## src/tdo_pkg.sv

```systemverilog
// Shared types and command codes for the timed digital output block.
// Used by tdo_ctrl, timed_digital_output, pin_checker and tb; no dependencies.
package tdo_pkg;

  localparam int CMD_BITS     = 4;
  localparam int TIME_IN_BITS = 32;

  localparam logic [CMD_BITS-1:0] CMD_TICK    = 4'd0;
  localparam logic [CMD_BITS-1:0] CMD_SET     = 4'd1;
  localparam logic [CMD_BITS-1:0] CMD_CLEAR   = 4'd2;
  localparam logic [CMD_BITS-1:0] CMD_TOGGLE  = 4'd3;
  localparam logic [CMD_BITS-1:0] CMD_PULSE   = 4'd4;
  localparam logic [CMD_BITS-1:0] CMD_DSET    = 4'd5;
  localparam logic [CMD_BITS-1:0] CMD_DCLEAR  = 4'd6;
  localparam logic [CMD_BITS-1:0] CMD_DTOGGLE = 4'd7;
  localparam logic [CMD_BITS-1:0] CMD_DPULSE  = 4'd8;

  typedef struct packed {
    logic [CMD_BITS-1:0]     command;
    logic [TIME_IN_BITS-1:0] now_time;
    logic [TIME_IN_BITS-1:0] delay_ticks;
    logic [TIME_IN_BITS-1:0] pulse_ticks;
  } cmd_t;

  typedef struct packed {
    logic level;
    logic changed;
  } res_t;

endpackage

```

## src/tdo_ctrl.sv

```systemverilog
// Pin state, timed mode and deadlines; computes one result per request.
// Depends on tdo_pkg.
module tdo_ctrl #(
  parameter int TIME_BITS = 32
) (
  input  logic          clk,
  input  logic          rst,
  input  logic          fire,
  input  tdo_pkg::cmd_t item,
  input  logic          cfg_we,
  input  logic          cfg_level,
  output tdo_pkg::res_t result
);

  typedef enum logic [2:0] {
    M_IDLE  = 3'd0,
    M_PULSE = 3'd1,
    M_DSET  = 3'd2,
    M_DCLR  = 3'd3,
    M_DTOG  = 3'd4,
    M_DPUL  = 3'd5
  } mode_t;

  logic                 pin_level;
  logic                 pin_level_next;
  mode_t                mode;
  mode_t                mode_next;
  logic [TIME_BITS-1:0] pulse_deadline;
  logic [TIME_BITS-1:0] pulse_deadline_next;
  logic [TIME_BITS-1:0] delay_deadline;
  logic [TIME_BITS-1:0] delay_deadline_next;

  logic [TIME_BITS-1:0] now_t;
  logic [TIME_BITS-1:0] dly_t;
  logic [TIME_BITS-1:0] pls_t;
  logic [TIME_BITS-1:0] delay_end;
  logic [TIME_BITS-1:0] tick_end;
  logic [TIME_BITS-1:0] tick_diff;
  logic                 reached;

  assign now_t = TIME_BITS'(item.now_time);
  assign dly_t = TIME_BITS'(item.delay_ticks);
  assign pls_t = TIME_BITS'(item.pulse_ticks);

  assign delay_end = now_t + dly_t;
  assign tick_end  = (mode == M_PULSE) ? pulse_deadline : delay_deadline;
  assign tick_diff = now_t - tick_end;
  // wrap-aware: expired when the signed difference is not negative
  assign reached   = ~tick_diff[TIME_BITS-1];

  always_comb begin
    pin_level_next      = pin_level;
    mode_next           = mode;
    pulse_deadline_next = pulse_deadline;
    delay_deadline_next = delay_deadline;
    case (item.command)
      tdo_pkg::CMD_TICK: begin
        if (mode != M_IDLE && reached) begin
          case (mode)
            M_PULSE: begin
              pin_level_next = ~pin_level;
              mode_next      = M_IDLE;
            end
            M_DSET: begin
              pin_level_next = 1'b1;
              mode_next      = M_IDLE;
            end
            M_DCLR: begin
              pin_level_next = 1'b0;
              mode_next      = M_IDLE;
            end
            M_DTOG: begin
              pin_level_next = ~pin_level;
              mode_next      = M_IDLE;
            end
            M_DPUL: begin
              pin_level_next = ~pin_level;
              mode_next      = M_PULSE;
            end
            default: mode_next = M_IDLE;
          endcase
        end
      end
      tdo_pkg::CMD_SET: begin
        pin_level_next = 1'b1;
        mode_next      = M_IDLE;
      end
      tdo_pkg::CMD_CLEAR: begin
        pin_level_next = 1'b0;
        mode_next      = M_IDLE;
      end
      tdo_pkg::CMD_TOGGLE: begin
        pin_level_next = ~pin_level;
        mode_next      = M_IDLE;
      end
      tdo_pkg::CMD_PULSE: begin
        // level only inverts when nothing timed is pending
        if (mode == M_IDLE) begin
          pin_level_next = ~pin_level;
        end
        pulse_deadline_next = now_t + pls_t;
        mode_next           = M_PULSE;
      end
      tdo_pkg::CMD_DSET: begin
        delay_deadline_next = delay_end;
        mode_next           = M_DSET;
      end
      tdo_pkg::CMD_DCLEAR: begin
        delay_deadline_next = delay_end;
        mode_next           = M_DCLR;
      end
      tdo_pkg::CMD_DTOGGLE: begin
        delay_deadline_next = delay_end;
        mode_next           = M_DTOG;
      end
      tdo_pkg::CMD_DPULSE: begin
        delay_deadline_next = delay_end;
        pulse_deadline_next = delay_end + pls_t;
        mode_next           = M_DPUL;
      end
      default: ;
    endcase
  end

  assign result.level   = pin_level_next;
  assign result.changed = pin_level_next ^ pin_level;

  always_ff @(posedge clk) begin
    if (rst) begin
      pin_level      <= 1'b0;
      mode           <= M_IDLE;
      pulse_deadline <= '0;
      delay_deadline <= '0;
    end else if (cfg_we) begin
      pin_level <= cfg_level;
    end else if (fire) begin
      pin_level      <= pin_level_next;
      mode           <= mode_next;
      pulse_deadline <= pulse_deadline_next;
      delay_deadline <= delay_deadline_next;
    end
  end

`ifndef SYNTHESIS
  a_changed_flips: assert property (@(posedge clk) disable iff (rst)
    fire && !cfg_we && result.changed |=> pin_level != $past(pin_level))
    else $error("changed set but pin level held");

  a_unchanged_holds: assert property (@(posedge clk) disable iff (rst)
    fire && !cfg_we && !result.changed |=> pin_level == $past(pin_level))
    else $error("pin level moved without changed");

  a_dpulse_arms: assert property (@(posedge clk) disable iff (rst)
    fire && !cfg_we && item.command == tdo_pkg::CMD_DPULSE |=> mode == M_DPUL)
    else $error("delayed pulse did not arm");
`endif

endmodule

```

## src/timed_digital_output.sv

```systemverilog
// Top level of the timed digital output: request register, control core,
// result register. Depends on tdo_pkg and tdo_ctrl.
//
// Usage:
//   cmd channel (cmd_valid / cmd_stall / cmd_data) takes one command per
//   request: tick, set, clear, toggle, pulse or their delayed forms, with
//   the current time and the delay and pulse lengths.
//   res channel (res_valid / res_stall / res_data) returns exactly one
//   result per request: the pin level after it and a changed flag.
//   cfg channel (cfg_valid / cfg_ready / cfg_data) writes the pin level
//   directly; it is ready only while no request sits in the input register.
// Timing: the result of a request is registered when it leaves the input register.
//   One request per cycle is sustained unless res_stall holds; the pin
//   state update is a single add and compare on the deadline registers.
// Reset (rst, synchronous): pin low, no timed action pending, deadlines 0,
//   both registers empty.
// Stall: while res_stall holds a full result register, the input register
//   keeps its request and cmd_stall rises once it is occupied.
module timed_digital_output #(
  parameter int TIME_BITS = 32
) (
  input  logic          clk,
  input  logic          rst,
  input  logic          cmd_valid,
  output logic          cmd_stall,
  input  tdo_pkg::cmd_t cmd_data,
  output logic          res_valid,
  input  logic          res_stall,
  output tdo_pkg::res_t res_data,
  input  logic          cfg_valid,
  output logic          cfg_ready,
  input  logic          cfg_data
);

  logic          item_valid;
  tdo_pkg::cmd_t item;
  logic          fire;
  logic          accept;
  logic          cfg_we;
  tdo_pkg::res_t result;

  assign fire      = item_valid && (!res_valid || !res_stall);
  assign cmd_stall = item_valid && !fire;
  assign accept    = cmd_valid && !cmd_stall;
  assign cfg_ready = !item_valid;
  assign cfg_we    = cfg_valid && cfg_ready;

  always_ff @(posedge clk) begin
    if (rst) begin
      item_valid <= 1'b0;
    end else if (accept) begin
      item_valid <= 1'b1;
    end else if (fire) begin
      item_valid <= 1'b0;
    end
  end

  always_ff @(posedge clk) begin
    if (accept) begin
      item <= cmd_data;
    end
  end

  tdo_ctrl #(
    .TIME_BITS (TIME_BITS)
  ) u_ctrl (
    .clk       (clk),
    .rst       (rst),
    .fire      (fire),
    .item      (item),
    .cfg_we    (cfg_we),
    .cfg_level (cfg_data),
    .result    (result)
  );

  always_ff @(posedge clk) begin
    if (rst) begin
      res_valid <= 1'b0;
    end else if (fire) begin
      res_valid <= 1'b1;
    end else if (!res_stall) begin
      res_valid <= 1'b0;
    end
  end

  always_ff @(posedge clk) begin
    if (fire) begin
      res_data <= result;
    end
  end

`ifndef SYNTHESIS
  a_stall_only_when_full: assert property (@(posedge clk) disable iff (rst)
    cmd_stall |-> res_valid && res_stall && item_valid)
    else $error("input stalled with free result register");

  a_request_moves_on: assert property (@(posedge clk) disable iff (rst)
    item_valid && !res_valid |=> res_valid)
    else $error("request did not reach result register");

  a_no_cfg_with_request: assert property (@(posedge clk) disable iff (rst)
    cfg_we |-> !fire)
    else $error("config write collided with a request");
`endif

endmodule

```

## config.mk

```make
export PLATFORM = sky130hd
export DESIGN_NAME = timed_digital_output
export DESIGN_NICKNAME = d
export VERILOG_FILES = /design/src/tdo_pkg.sv /design/src/tdo_ctrl.sv /design/src/timed_digital_output.sv
export SDC_FILE = /design/constraint.sdc
export NUM_CORES = 1
export LEC_CHECK = 0
export ABC_CLOCK_PERIOD_IN_PS = 7200
export BUFFER_PORTS_ARGS = -buffer_cell sky130_fd_sc_hd__buf_2
export CAP_MARGIN = 5
export CORE_UTILIZATION = 45
export DETAILED_ROUTE_END_ITERATION = 8
export SYNTH_ARGS = -nofsm -noshare
export SYNTH_HDL_FRONTEND = slang
export SYNTH_SLANG_ARGS = --single-unit
```

## constraint.sdc

```tcl
create_clock -name clk -period 7.2 [get_ports clk]
set_input_delay 0.36 -clock clk [delete_from_list [all_inputs] [get_ports clk]]
set_output_delay 0.36 -clock clk [all_outputs]
set_load 0.03 [all_outputs]
```

After elaboration in Yosys (flattened, before gate mapping)

Cells that the tools add are included.

Flip-flop bits (word level): 172
Input bits: 106
Output and inout bits: 5
Logic and storage cells: 74

Add/sub/neg operators: 4
Equal/unequal tests: 15
Muxes and demuxes: 15
Bitwise operators: 4
Reduce and logical (&&, ||, !) cells: 24

Operator list:

| cell                                                                  | count |
|---|---|
| 32-bit adder                                                          | 3 |
| 32-bit case mux with 2 select lines                                   | 1 |
| 32-bit two-way mux                                                    | 1 |
| 32-bit subtractor                                                     | 1 |
| 3-bit case mux with 7 select lines                                    | 1 |
| 4-bit by 3-bit equality test with 1-bit output, second input constant | 4 |
| 1-bit two-way mux                                                     | 9 |
| 4-bit by 2-bit equality test with 1-bit output, second input constant | 2 |
| 7-bit nonzero test                                                    | 1 |
| 3-bit by 2-bit equality test with 1-bit output, second input constant | 2 |
| 3-bit equality test, second input constant                            | 2 |
| 3-bit AND reduction                                                   | 2 |
| 2-bit nonzero test                                                    | 3 |
| 3-bit OR reduction                                                    | 2 |
| 1-bit logical AND                                                     | 5 |
| 1-bit zero test                                                       | 5 |
| 1-bit case mux with 5 select lines                                    | 1 |
| 4-bit by 1-bit equality test with 1-bit output, second input constant | 1 |
| 4-bit equality test, second input constant                            | 1 |
| 4-bit zero test                                                       | 1 |
| 2-bit by 1-bit != test with 1-bit output, second input constant       | 2 |
| 4-bit AND reduction                                                   | 1 |
| 4-bit OR reduction                                                    | 1 |
| 3-bit by 1-bit equality test with 1-bit output, second input constant | 1 |
| other kinds (7)                                                       | 9 |

Longest topological paths before layout

Gate-level depths: netlist of run 1.

Depth after elaboration: 9
Gate-level depth with buffers: 25
Gate-level depth less buffers: 24

Cells and area by module

Synthesis of run 1 repeated with hierarchy kept, for this count alone.

Cell total of the unflattened synthesis: 1054
Area total of the unflattened synthesis: 10222.3 µm²

Modules (own cells, without submodules):

| module               | instances | cells an instance | area an instance (µm²) | seq. area each (µm²) |
|---|---|---|---|---|
| tdo_ctrl             | 1         | 940               | 7063.0                 | 1361.3 |
| timed_digital_output | 1         | 114               | 3159.3                 | 3103.0 |

Worst setup path after synthesis of run 1

OpenSTA, ideal clock, no wires.

Path type: register -> register
Start: register item_valid
End: register, netlist name item[0]
Setup time: 0.569 ns
Arrival time: 5.237 ns
Required time: 6.631 ns
Path slack: 1.394 ns
Stages on the path, launching flop included: 4
Path buffers: 0
Period minus slack after synthesis: 5.806 ns
Cell sequence: dfxtp_1 > inv_1 > nor2_1 > nor2b_1

Cells in the longest elaborated chain, start to end: 5

RTL lines:

| element                | line                       | RTL |
|---|---|---|
| from (decl)            | timed_digital_output.sv:35 | `logic item_valid;` |
| from (signal assigned) | timed_digital_output.sv:50 | `item_valid <= 1'b0;` |
| from (signal assigned) | timed_digital_output.sv:52 | `item_valid <= 1'b1;` |
| from (signal assigned) | timed_digital_output.sv:54 | `item_valid <= 1'b0;` |
| 1-bit logical AND      | timed_digital_output.sv:42 | `assign fire = item_valid && (!res_valid \|\| !res_stall);` |
| 1-bit zero test        | timed_digital_output.sv:43 | `assign cmd_stall = item_valid && !fire;` |
| 1-bit logical AND (*)  | timed_digital_output.sv:43 |  |
| named net cmd_stall    | timed_digital_output.sv:25 | `output logic cmd_stall,` |
| 1-bit zero test (*)    | timed_digital_output.sv:44 | `assign accept = cmd_valid && !cmd_stall;` |
| 1-bit logical AND (*)  | timed_digital_output.sv:44 |  |
| named net accept       | timed_digital_output.sv:38 | `logic accept;` |

The timed path passes the listed nets; every way through them passes the cells marked *.
A chain may end at the register's enable or synchronous reset.

Worst setup path in the final report of run 1

Start: register, netlist name item[64]
End: register u_ctrl.pulse_deadline[30]

Cells in the longest elaborated chain, start to end: 3
Elaborated cells between the ends (all ways): 4
Those cells by class: add/sub (3); mux (1)

RTL lines:

| element                                 | line            | RTL |
|---|---|---|
| 32-bit adder                            | tdo_ctrl.sv:45  | `assign delay_end = now_t + dly_t;` |
| 32-bit adder                            | tdo_ctrl.sv:118 | `pulse_deadline_next = delay_end + pls_t;` |
| 32-bit case mux with 2 select lines (*) | tdo_ctrl.sv:56  | `case (item.command)` |
| to (signal assigned)                    | tdo_ctrl.sv:139 | `pulse_deadline <= pulse_deadline_next;` |
| to (decl)                               | tdo_ctrl.sv:28  | `logic [TIME_BITS-1:0] pulse_deadline;` |

Every way passes the cells marked *; elsewhere a longest branch is shown, timed or not.

==> results of run 1 <==
==> cell usage after synthesis, types with 3 or more instances <==
master and number:
mux2i_1 35, or3_1 7, a31oi_1 6, inv_1 17, o2111ai_1 3, and3_1 6
o21ai_0 77, a211o_1 5, buf_2 3, o21a_1 6, and2_1 9, nor4_1 5
nor4b_1 6, xnor2_1 35, or2_2 5, or4_1 4, clkbuf_1 34, a21oi_1 105
o211ai_1 5, o21ai_1 6, a21o_1 38, nand2b_1 9, nand3_1 21, nor2_1 79
nand2_1 115, nor2b_1 7, a211oi_1 14, nand4_1 14, nor3b_1 3, a31o_2 3
nand3b_1 3, o31ai_1 5, nor3_1 18, a21boi_0 4, buf_1 5, edfxtp_1 102
dfxtp_1 70, xor2_1 27, ha_1 94, o21bai_1 7
==> per-layer routing <==
layer	routed length, µm	track usage	vias to the layer above
li1	-	-	4109
met1	12600	0.315	3803
met2	10500	0.324	189
met3	1300	0.0377	22
met4	361	0.0596	0
met5	0	0	-
==> worst paths after layout <==
path                            start                         to  cells past startpoint
min                      cmd_data[72]                   item[72]                      1
max reg2reg                  item[64]  u_ctrl.pulse_deadline[30]                     21
max                          item[64]  u_ctrl.pulse_deadline[30]                     21
min reg2reg  u_ctrl.pulse_deadline[0]   u_ctrl.pulse_deadline[0]                      2
==> power by group through the flow <==
stage | clock network, mW | registers, mW | logic [mW]
floorplan | 0 | 1.14 | 0.387
global placement | 0 | 1.15 | 0.509
detailed placement | 0 | 1.15 | 0.510
CTS | 0.976 | 1.13 | 0.514
global route | 1.02 | 1.13 | 0.577
finish | 0.962 | 1.13 | 0.516
==> flip-flops by register name, indices dropped and copies added, names as in the netlist <==
| signal | flops |
|---|---|
| res_data | 2 |
| res_valid | 1 |
| u_ctrl.pulse_deadline | 32 |
| item_valid | 1 |
| u_ctrl.mode | 3 |
| u_ctrl.delay_deadline | 32 |
| item | 100 |
| u_ctrl.pin_level | 1 |
==> cells by family (layout without fill, tap and decap cells) <==
group,Yosys count,in the layout
simple gates,318,318
compound gates,310,310
flops,172,172
fa+ha+maj,96,96
xor+xnor,62,62
buf+inv,60,169
mux,37,37
==> cell type report <==
cell class,instances,area [µm²]
timing repair buffer,119,618
clock inverter,15,179
multi-input combinational,823,5560
tap,280,350
sequential,172,4460
fill,1983,10400
inverter,18,67.6
clock buffer,17,425
==> through the flow <==
stage,setup slack (ns),instances,instance area (µm²),hold slack (ns),util
after CTS,1.72,1444,11700,0.0766,0.528
after global routing,1.34,1444,11700,0.0675,0.528
final,1.76,1444,11700,0.0827,0.528
after detailed placement,1.76,1412,11100,0.448,0.501
after floorplan,1.39,1055,10200,0.432,-
after global placement,1.81,1412,11100,0.445,0.501
==> results.txt, run 1 <==
Status = finished with violations
Failing checks = design-rule violations
H-tree depth = 4
Syn nets = 1257
DRC errors left = 8
Sink Count = 172
P_sw = 768 µW
Final Hold Violating Endpoints = 0
Die Y = 153 µm
Setup TNS = 0 ns
Vias = 8123
Setup CP Type = flop to flop
Vias in the first global route = 7479
Worst Path Required = 7.54 ns
Post-synthesis adder-cell area fraction = 0.119
First-pass GRT wire length = 39.1 mm
Int Power = 1.84 mW
Drt total wl = 24.8 mm
Antenna violations before repair = 0
CP max stage delay = 0.49 ns
Mean Syn Cell Area = 9.70 µm²
I/O Buffers = 110
Layout cell share with drive strength beyond 1 = 0.146
1st-iter DRT viols = 422
Unrepaired setup endpoints after global routing = no
Area grow syn2layout = 14.0%
F_max = 184 MHz
Die Span X = 153 µm
Die area = 0.0234 mm²
CTS tree = done
Routed wire per std cell = 17.2 µm
Comb pwr share = 0.198
Hold crit path type = input pin to flop
# IOs = 111
Total track usage = 0.215
Switch share = 0.295
Final nets = 1353
Fin crit period = 5.44 ns
Slew at the pin with the worst max-slew slack = 0.754 ns
Clock Path Buffers = 2
Kind of end point of the critical path = flop
Worst skew pair latency = 0.45 ns
Top-area cell type share of the netlist area = 0.299
ANT cells = 0
Most frequent cells in the layout = 114 x nand2_1, 110 x buf_2, 105 x a21oi_1
Initial core utilization = 0.463
Yosys top cell by area = edfxtp_1
Crit path DAT = 5.77 ns
Yosys warnings = 0
Pre-antenna DRT Iters = 7
Max-slew violations = 0
Netlist cell types = 67
Max-cap viol count = 0
R2r setup slk = 1.76 ns
Clock Skews = 0.0138 ns
Buf/Inv on CP = 1
CP top delay family = compound AO/OA/AOI/OAI gates
Clock power frac = 0.369
FFs w/ async S/R, synth = 0
Peak supply drop = 0.000126 V
Gate Count Post-Synth = 1055
Reg power frac = 0.433
Leak pwr = 4.66 nW
Main combinational cell family by area after synthesis = compound AO/OA/AOI/OAI gates
Post-DRT Antenna Nets = 0
PwrDens = 223 mW/mm²
Final worst-path cycle share = 0.755
Most common cell after layout, fill and taps aside = nand2_1
Power Total = 2.61 mW
CTS Buf Count = 17
Crit start category = flop
Post-Synth Simple-Gate Area = 0.147
Post-Synth XOR/XNOR Area = 0.0530
Detailed placer's ending HPWL = 18.0 mm
Relative slew margins = 0.492
Gr ovfl total = 0
CTS Hold Bufs = 0
Setup violators final = 0
# resized after CTS = 0
Number of cell rows = 54
Prevailing post-synth register cell = edfxtp_1
Mapped Area = 0.0102 mm²
Post-synthesis compound-gate area fraction = 0.186
Slowest-stage cell, CP = or4_1
CTS clk-pin slew, worst paths = 0.07 ns
GP Congestion = 0.909
Postcts setup bufs = 0
Post-synthesis sequential area ratio = 0.436
Synthesized flop and latch total = 172
Top cells by area, synth = edfxtp_1 30%, dfxtp_1 14%, ha_1 11%, a21oi_1 5.1%, nand2_1 4.2%
Crit Path Max Fanout = 6
Vias per std cell = 5.63
Multiplexer share of the synthesized area = 0.0364
CTS Root Cell = clkbuf_16
CP Cell Sequence = ha_1 > inv_1 > fa_1 > nor2b_1 > o21a_1 > o21ai_1 > a211o_1 > a21boi_0 > o21ai_0 > a21oi_1 > o41ai_1 > xor2_1 > o21ai_0 > ha_1 > or4_1 > a31o_2 > o32a_1 > a31oi_1 > o21ai_1 > xor2_1 > a22o_1
Core Region = 0.0221 mm²
EDFF count, synth = 102
Largest net degree at the start of global routing = 63
Power figures use the tool's default switching activity.
==> inputs of run 2 (changes only) <==
--- a/config.mk
+++ b/config.mk
@@ -5,7 +5,7 @@
 export SDC_FILE = /design/constraint.sdc
 export NUM_CORES = 1
 export LEC_CHECK = 0
-export ABC_CLOCK_PERIOD_IN_PS = 7200
+export ABC_CLOCK_PERIOD_IN_PS = 5700
 export BUFFER_PORTS_ARGS = -buffer_cell sky130_fd_sc_hd__buf_2
 export CAP_MARGIN = 5
 export CORE_UTILIZATION = 45
==> constraint.sdc (replaced) <==
create_clock -name clk -period 5.7 [get_ports clk]
set_input_delay 0.285 -clock clk [delete_from_list [all_inputs] [get_ports clk]]
set_output_delay 0.285 -clock clk [all_outputs]
set_load 0.03 [all_outputs]
==> run 2 against run 1 <==
The flow still finishes with violations (design-rule violations); first-iteration DRC count up 11%; die area did not move; clock power up 21%; count of clock-buffer cells in the layout increased by 2; sequential power is 27% higher; power up 25%; register-to-register slack got worse by 1.4 ns; final cell count is 0.21% higher; core utilization about the same; via count increased by 0.31%; combinational power rose by 28%; critical path depth did not move; largest cell class unchanged.
==> results.txt, run 2 (synthesis results as in run 1) <==
Status = finished with violations
Failing checks = design-rule violations
Reg power frac = 0.439 (+0.006)
Area grow syn2layout = 14.0% (about the same)
Fin crit period = 5.33 ns (-0.108 ns)
Setup TNS = 0 ns (unchanged)
Power Total = 3.25 mW (+25%)
I/O Buffers = 110 (unchanged)
Placed cell count = 1414 (+0.14%)
Postcts setup bufs = 0 (unchanged)
Area after DPL = 0.0111 mm² (+0.15%)
Kind of end point of the critical path = flop
Setup CP Type = flop to flop
Number of cell rows = 54 (unchanged)
Die Y = 153 µm (unchanged)
CP Cell Sequence = ha_1 > inv_1 > fa_1 > nor2b_1 > o21a_1 > o21ai_1 > a211o_1 > a21boi_0 > o21ai_0 > a21oi_1 > o41ai_2 > xor2_1 > o21ai_0 > ha_1 > or4_1 > a31o_2 > o32a_1 > a31oi_1 > o21ai_1 > xor2_1 > a22o_1
Largest Register = item
Max-cap viol count = 0 (unchanged)
Buf/Inv on CP = 1 (unchanged)
Crit path DAT = 5.64 ns (-0.13 ns)
Antenna violations before repair = 0 (unchanged)
Comb pwr share = 0.203 (+0.005)
# IOs = 111 (unchanged)
Initial core utilization = 0.463 (unchanged)
Die Span X = 153 µm (unchanged)
Clock power frac = 0.358 (-0.011)
ANT cells = 0 (unchanged)
DRC errors left = 7 (-1)
CP top delay family = compound AO/OA/AOI/OAI gates
Vias in the first global route = 7652 (+2.3%)
Final Non-Filler Cells = 1447 (+0.21%)
Worst slack, placed = 0.277 ns (-1.48 ns)
Sink Count = 172 (unchanged)
Worst Path Required = 6.02 ns (-1.52 ns)
H-tree depth = 4 (unchanged)
Clock Skews = 0.0122 ns (-0.00166 ns)
Hold WS = 0.0226 ns (-0.0601 ns)
Layout cell share with drive strength beyond 1 = 0.147 (+0.00134)
CTS tree = done
CTS Buf Count = 17 (unchanged)
Worst skew pair latency = 0.43 ns (-0.02 ns)
Final nets = 1356 (+0.22%)
Peak supply drop = 0.000171 V (+36%)
R2r setup slk = 0.37 ns (-1.39 ns)
Post-DRT Antenna Nets = 0 (unchanged)
CTS Root Cell = clkbuf_16
Leak pwr = 4.66 nW (about the same)
Final worst-path cycle share = 0.935 (+0.180)
Final Hold Violating Endpoints = 0 (unchanged)
Vias per std cell = 5.63 (about the same)
Relative slew margins = 0.447 (-0.0448)
Final Util = 0.528 (about the same)
Crit Path Max Fanout = 6 (unchanged)
FILL cells = 2039 (+2.8%)
Slowest-stage cell, CP = or4_1
Largest net degree at the start of global routing = 63 (unchanged)
Setup violators final = 0 (unchanged)
F_max = 188 MHz (+2.0%)
Unrepaired setup endpoints after global routing = no
Hold crit path type = input pin to flop
CTS clk-pin slew, worst paths = 0.07 ns (about the same)
Final Cell Area = 0.0117 mm² (about the same)
Drt total wl = 25.1 mm (+1.3%)
Biggest regs = item (100), u_ctrl.delay_deadline (32), u_ctrl.pulse_deadline (32)
Max-slew violations = 0 (unchanged)
CP max stage delay = 0.49 ns (about the same)
Switch share = 0.288 (-0.00662)
PwrDens = 278 mW/mm² (+24%)
Most common cell after layout, fill and taps aside = nand2_1
Largest register FFs = 100 (unchanged)
Pre-antenna DRT Iters = 8 (+1)
Vias = 8148 (+0.31%)
Most frequent cells in the layout = 114 x nand2_1, 110 x buf_2, 105 x a21oi_1
Core Region = 0.0221 mm² (unchanged)
Clock Path Buffers = 2 (unchanged)
P_sw = 935 µW (+22%)
1st-iter DRT viols = 469 (+11%)
First-pass GRT wire length = 40.6 mm (+3.8%)
Routed wire per std cell = 17.4 µm (+1.1%)
Int Power = 2.31 mW (+26%)
Detailed placer's ending HPWL = 18.1 mm (+0.63%)
Die area = 0.0234 mm² (unchanged)
Total track usage = 0.221 (+0.00665)
GP Congestion = 0.931 (+2.4%)
Gr ovfl total = 0 (unchanged)
Slew at the pin with the worst max-slew slack = 0.824 ns (+0.0701 ns)
Crit start category = flop
Final worst setup slack = 0.373 ns (-1.39 ns)
run 2: cell types whose count changed in the layout (fill, tap and decap cells not counted):
cell / before / now
buf_4: 9 / 11
clkbuf_1: 0 / 2
clkinv_2: 0 / 3
clkinv_4: 3 / 2
clkinvlp_4: 2 / 3
dlygate4sd3_1: 0 / 1
inv_6: 5 / 3
inv_8: 3 / 0
o41ai_1: 1 / 0
o41ai_2: 0 / 1
or3_1: 7 / 6
or3_2: 0 / 1
run 2: final timing paths:
kind	from	to	cells past startpoint
max	item[64]	u_ctrl.pulse_deadline[30]	21
max reg2reg	item[64]	u_ctrl.pulse_deadline[30]	21
min reg2reg	u_ctrl.pulse_deadline[31]	u_ctrl.pulse_deadline[31]	2
min	cmd_data[88]	item[88]	1
run 2: metal layers:
metal,global-route usage,part of all wire
met5,0,0
met4,0.0452,0.0097
met3,0.0377,0.042
met2,0.336,0.43
met1,0.329,0.52
run 2: power groups by stage:
stage | Combinational, mW | Sequential, mW | Clock [mW]
after global routing | 0.736 | 1.43 | 1.23
after global placement | 0.646 | 1.45 | 0
after floorplan | 0.489 | 1.44 | 0
after CTS | 0.653 | 1.43 | 1.19
after detailed placement | 0.647 | 1.45 | 0
final | 0.659 | 1.43 | 1.16
run 2: layout make-up:
class	count	area, µm²	share of cell area
multi-input cells	823	5570	0.477
flip-flops and latches	172	4460	0.383
repair buffers	122	643	0.0551
clock buffers	19	433	0.0371
well taps	280	350	0.0300
clock inverters	13	141	0.0121
inverters	18	67.6	0.00579
run 2: timing repair:
| action | 4_1_cts | 5_1_grt |
|---|---|---|
| gates resized for setup | 0 | 1 |
| hold buffers | 0 | 1 |
| endpoints found under the hold margin | 0 | 1 |
| endpoints found under the setup margin | 0 | 4 |
==> inputs of run 3 (changes only) <==
--- a/config.mk
+++ b/config.mk
@@ -5,6 +5,7 @@
 export SDC_FILE = /design/constraint.sdc
 export NUM_CORES = 1
 export LEC_CHECK = 0
+export ABC_AREA = 1
 export ABC_CLOCK_PERIOD_IN_PS = 5700
 export BUFFER_PORTS_ARGS = -buffer_cell sky130_fd_sc_hd__buf_2
 export CAP_MARGIN = 5
==> run 3 against run 2 <==
The run now ends clean; clock power grew 7%; maximum frequency grew 16%; clock skew grew 0.0017 ns; sequential power is essentially flat; highest routed layer unchanged; sequential share of layout area shrank 1.3 points.
==> results.txt, run 3 <==
Netlist cell types = 50 (-25%)
Drt total wl = 27.4 mm (+8.9%)
Worst skew pair latency = 0.44 ns (about the same)
R2R Path End = u_ctrl.pulse_deadline[29]
H-tree depth = 4 (unchanged)
ANT cells = 0 (unchanged)
Crit Path Max Fanout = 6 (unchanged)
Slew at the pin with the worst max-slew slack = 1.01 ns (+0.190 ns)
Slowest-stage cell, CP = nor4_1
Detailed placer's ending HPWL = 21.0 mm (+16%)
1st-iter DRT viols = 575 (+23%)
Max-slew violations = 0 (unchanged)
I/O Buffers = 110 (unchanged)
GRT busiest layer = met1
R2r setup slk = 1.11 ns (+0.73 ns)
Setup CP Type = flop to flop
Clock Skews = 0.0139 ns (+0.00174 ns)
Most common cell after layout, fill and taps aside = nand2_1
Syn nets = 1470 (+17%)
Final worst setup slack = 1.11 ns (+0.734 ns)
Vias per std cell = 5.16 (-8.4%)
Total track usage = 0.233 (+0.0122)
Hold endpoint = item[41]
Initial core utilization = 0.464 (+0.000962)
Setup violators final = 0 (unchanged)
Setup TNS = 0 ns (unchanged)
Met1 GRT Util = 0.373 (+0.0433)
Mapped Area = 0.0106 mm² (+3.9%)
Final nets = 1573 (+16%)
Hold WS = 0.0133 ns (-0.00932 ns)
Sink Count = 172 (unchanged)
CTS Buf Count = 17 (unchanged)
Clock Path Buffers = 2 (unchanged)
Hold Path Cell Cnt = 1 (unchanged)
First-pass GRT wire length = 43.1 mm (+6.0%)
CP max stage delay = 0.49 ns (about the same)
Gr ovfl total = 0 (unchanged)
Top-area cell type share of the netlist area = 0.288 (-0.0113)
Length in cells of the worst reg-to-reg path = 24 (+14%)
Layout cell share with drive strength beyond 1 = 0.137 (-0.0101)
Crit Reg-Reg Startpoint = item[67]
Final Non-Filler Cells = 1697 (+17%)
CP top delay family = simple AND/OR/NAND/NOR gates
DRC errors left = 0 (-7)
FILL cells = 2210 (+8.4%)
Yosys top cell by area = edfxtp_1
Die Span X = 156 µm (+1.9%)
CTS Hold Bufs = 0 (unchanged)
Worst Path Required = 6.03 ns (about the same)
Largest register FFs = 100 (unchanged)
Largest Register = item
Vias = 8754 (+7.4%)
Antenna violations before repair = 0 (unchanged)
Count leader, synth = nand2_1
Buf/Inv on CP = 1 (unchanged)
Kind of end point of the critical path = flop
PwrDens = 280 mW/mm² (+0.83%)
Worst hold start = cmd_data[41]
Die area = 0.0243 mm² (+3.9%)
Crit path DAT = 4.92 ns (-0.72 ns)
CTS Root Cell = clkbuf_16
Post-DRT Antenna Nets = 0 (unchanged)
Pre-antenna DRT Iters = 5 (-3)
Mean Syn Cell Area = 8.39 µm² (-14%)
Met2 Track Usage GR = 0.328 (-0.00861)
Placed cell count = 1665 (+18%)
Top cells by area, synth = edfxtp_1 29%, dfxtp_1 13%, ha_1 11%, nand2_1 7.6%, a21oi_1 5.8%
F_max = 218 MHz (+16%)
Power Total = 3.39 mW (+4.5%)
Routed wire per std cell = 16.1 µm (-7.1%)
Met3 global-route usage = 0.0322 (-0.00549)
EDFF count, synth = 102 (unchanged)
Synth top cells by count = 216 x nand2_1, 157 x inv_1, 124 x a21oi_1
Relative slew margins = 0.322 (-0.125)
Worst slack, placed = 1.17 ns (+0.891 ns)
Number of cell rows = 55 (+1.9%)
CTS clk-pin slew, worst paths = 0.08 ns (about the same)
Post-synthesis sequential area ratio = 0.420 (-0.0165)
Status = complete, no violations
Final Hold Violating Endpoints = 0 (unchanged)
Area grow syn2layout = 13.7%
Gate Count Post-Synth = 1268 (+20%)
GP Congestion = 0.878 (-5.7%)
CP Cell Sequence = ha_1 > a21oi_1 > o21a_1 > o21ai_2 > nand3_2 > nand2_2 > a21boi_2 > o21ai_2 > nand2_1 > nand2_1 > xor2_1 > nand2_1 > nand2_1 > ha_1 > nand2_1 > nor4_1 > nand3_1 > nand3_1 > a21o_1 > nand2_1 > nand3_1 > nand2_1 > o221ai_1 > inv_1
Vias in the first global route = 8014 (+4.7%)
Crit start category = flop
Area after DPL = 0.0115 mm² (+3.7%)
Most frequent cells in the layout = 216 x nand2_1, 156 x inv_1, 124 x a21oi_1
# resized after CTS = 0 (unchanged)
Postcts setup bufs = 0 (unchanged)
Final Util = 0.528 (about the same)
FFs w/ async S/R, synth = 0 (unchanged)
Final worst-path cycle share = 0.806 (-0.129)
CP most frequent cell = nand2_1
Leak pwr = 5.62 nW (+20%)
Peak supply drop = 0.000200 V (+17%)
Prevailing post-synth register cell = edfxtp_1
Largest net degree at the start of global routing = 53 (-16%)
Unrepaired setup endpoints after global routing = no
Max-cap viol count = 0 (unchanged)
Biggest regs = item (100), u_ctrl.delay_deadline (32), u_ctrl.pulse_deadline (32)
Final Cell Area = 0.0121 mm² (+3.7%)
Yosys warnings = 0 (unchanged)
Die Y = 156 µm (+1.9%)
# IOs = 111 (unchanged)
Synthesized flop and latch total = 172 (unchanged)
Core Region = 0.0229 mm² (+3.7%)
CTS tree = done
Fin crit period = 4.59 ns (-0.734 ns)
Hold crit path type = input pin to flop
## run 3: changes by cell type after synthesis, moves of 16 or more
cell,before,now
inv_1,17,157
nand2_1,115,216
nor2_1,79,120
a21o_1,38,4
nand3_1,21,50
mux2i_1,35,14
clkbuf_1,34,14
a21oi_1,105,124
o21ai_0,77,94
xnor2_1,35,19
## run 3: cell families (layout without fill, tap and decap cells)
family	count (synthesis)	after routing	share of synthesized area
xor+xnor	45	45	0.0370
compound gates	308	308	0.172
flops	172	172	0.420
simple gates	435	435	0.171
fa+ha+maj	96	96	0.114
buf+inv	198	314	0.0722
mux	14	14	0.0132
## run 3: worst max-delay path by stage
stage | end | slack (ns) | start | depth (start not counted)
finish | u_ctrl.pulse_deadline[29] | 1.11 | item[67] | 24
CTS | u_ctrl.pulse_deadline[29] | 1.14 | item[67] | 24
global placement | u_ctrl.pulse_deadline[29] | 1.13 | item[67] | 24
floorplan | u_ctrl.pulse_deadline[29] | 2.16 | item[67] | 24
detailed placement | u_ctrl.pulse_deadline[29] | 1.17 | item[67] | 24
global route | u_ctrl.pulse_deadline[29] | 0.82 | item[64] | 24
## run 3: power breakdown
group          total [mW]  switching, mW  leakage [nW]  internal, mW
registers            1.43         0.0404          1.56          1.39
logic               0.727          0.460          3.75         0.267
clock network        1.24          0.538         0.298         0.702
total                3.39           1.04          5.62          2.35
## run 3: per-layer routing
metal  routed length (µm)  share of wire
met1                14800           0.54
met2                10700           0.39
met3                 1530          0.056
met4                  296          0.011
met5                    0              0
## run 3: layout make-up
cell class,instances,area (µm²),area share
multi-input cells,898,5410,0.447
clock inverters,14,184,0.0152
clock buffers,18,429,0.0355
well taps,313,392,0.0324
flip-flops and latches,172,4460,0.369
inverters,167,629,0.0520
repair buffers,115,588,0.0486
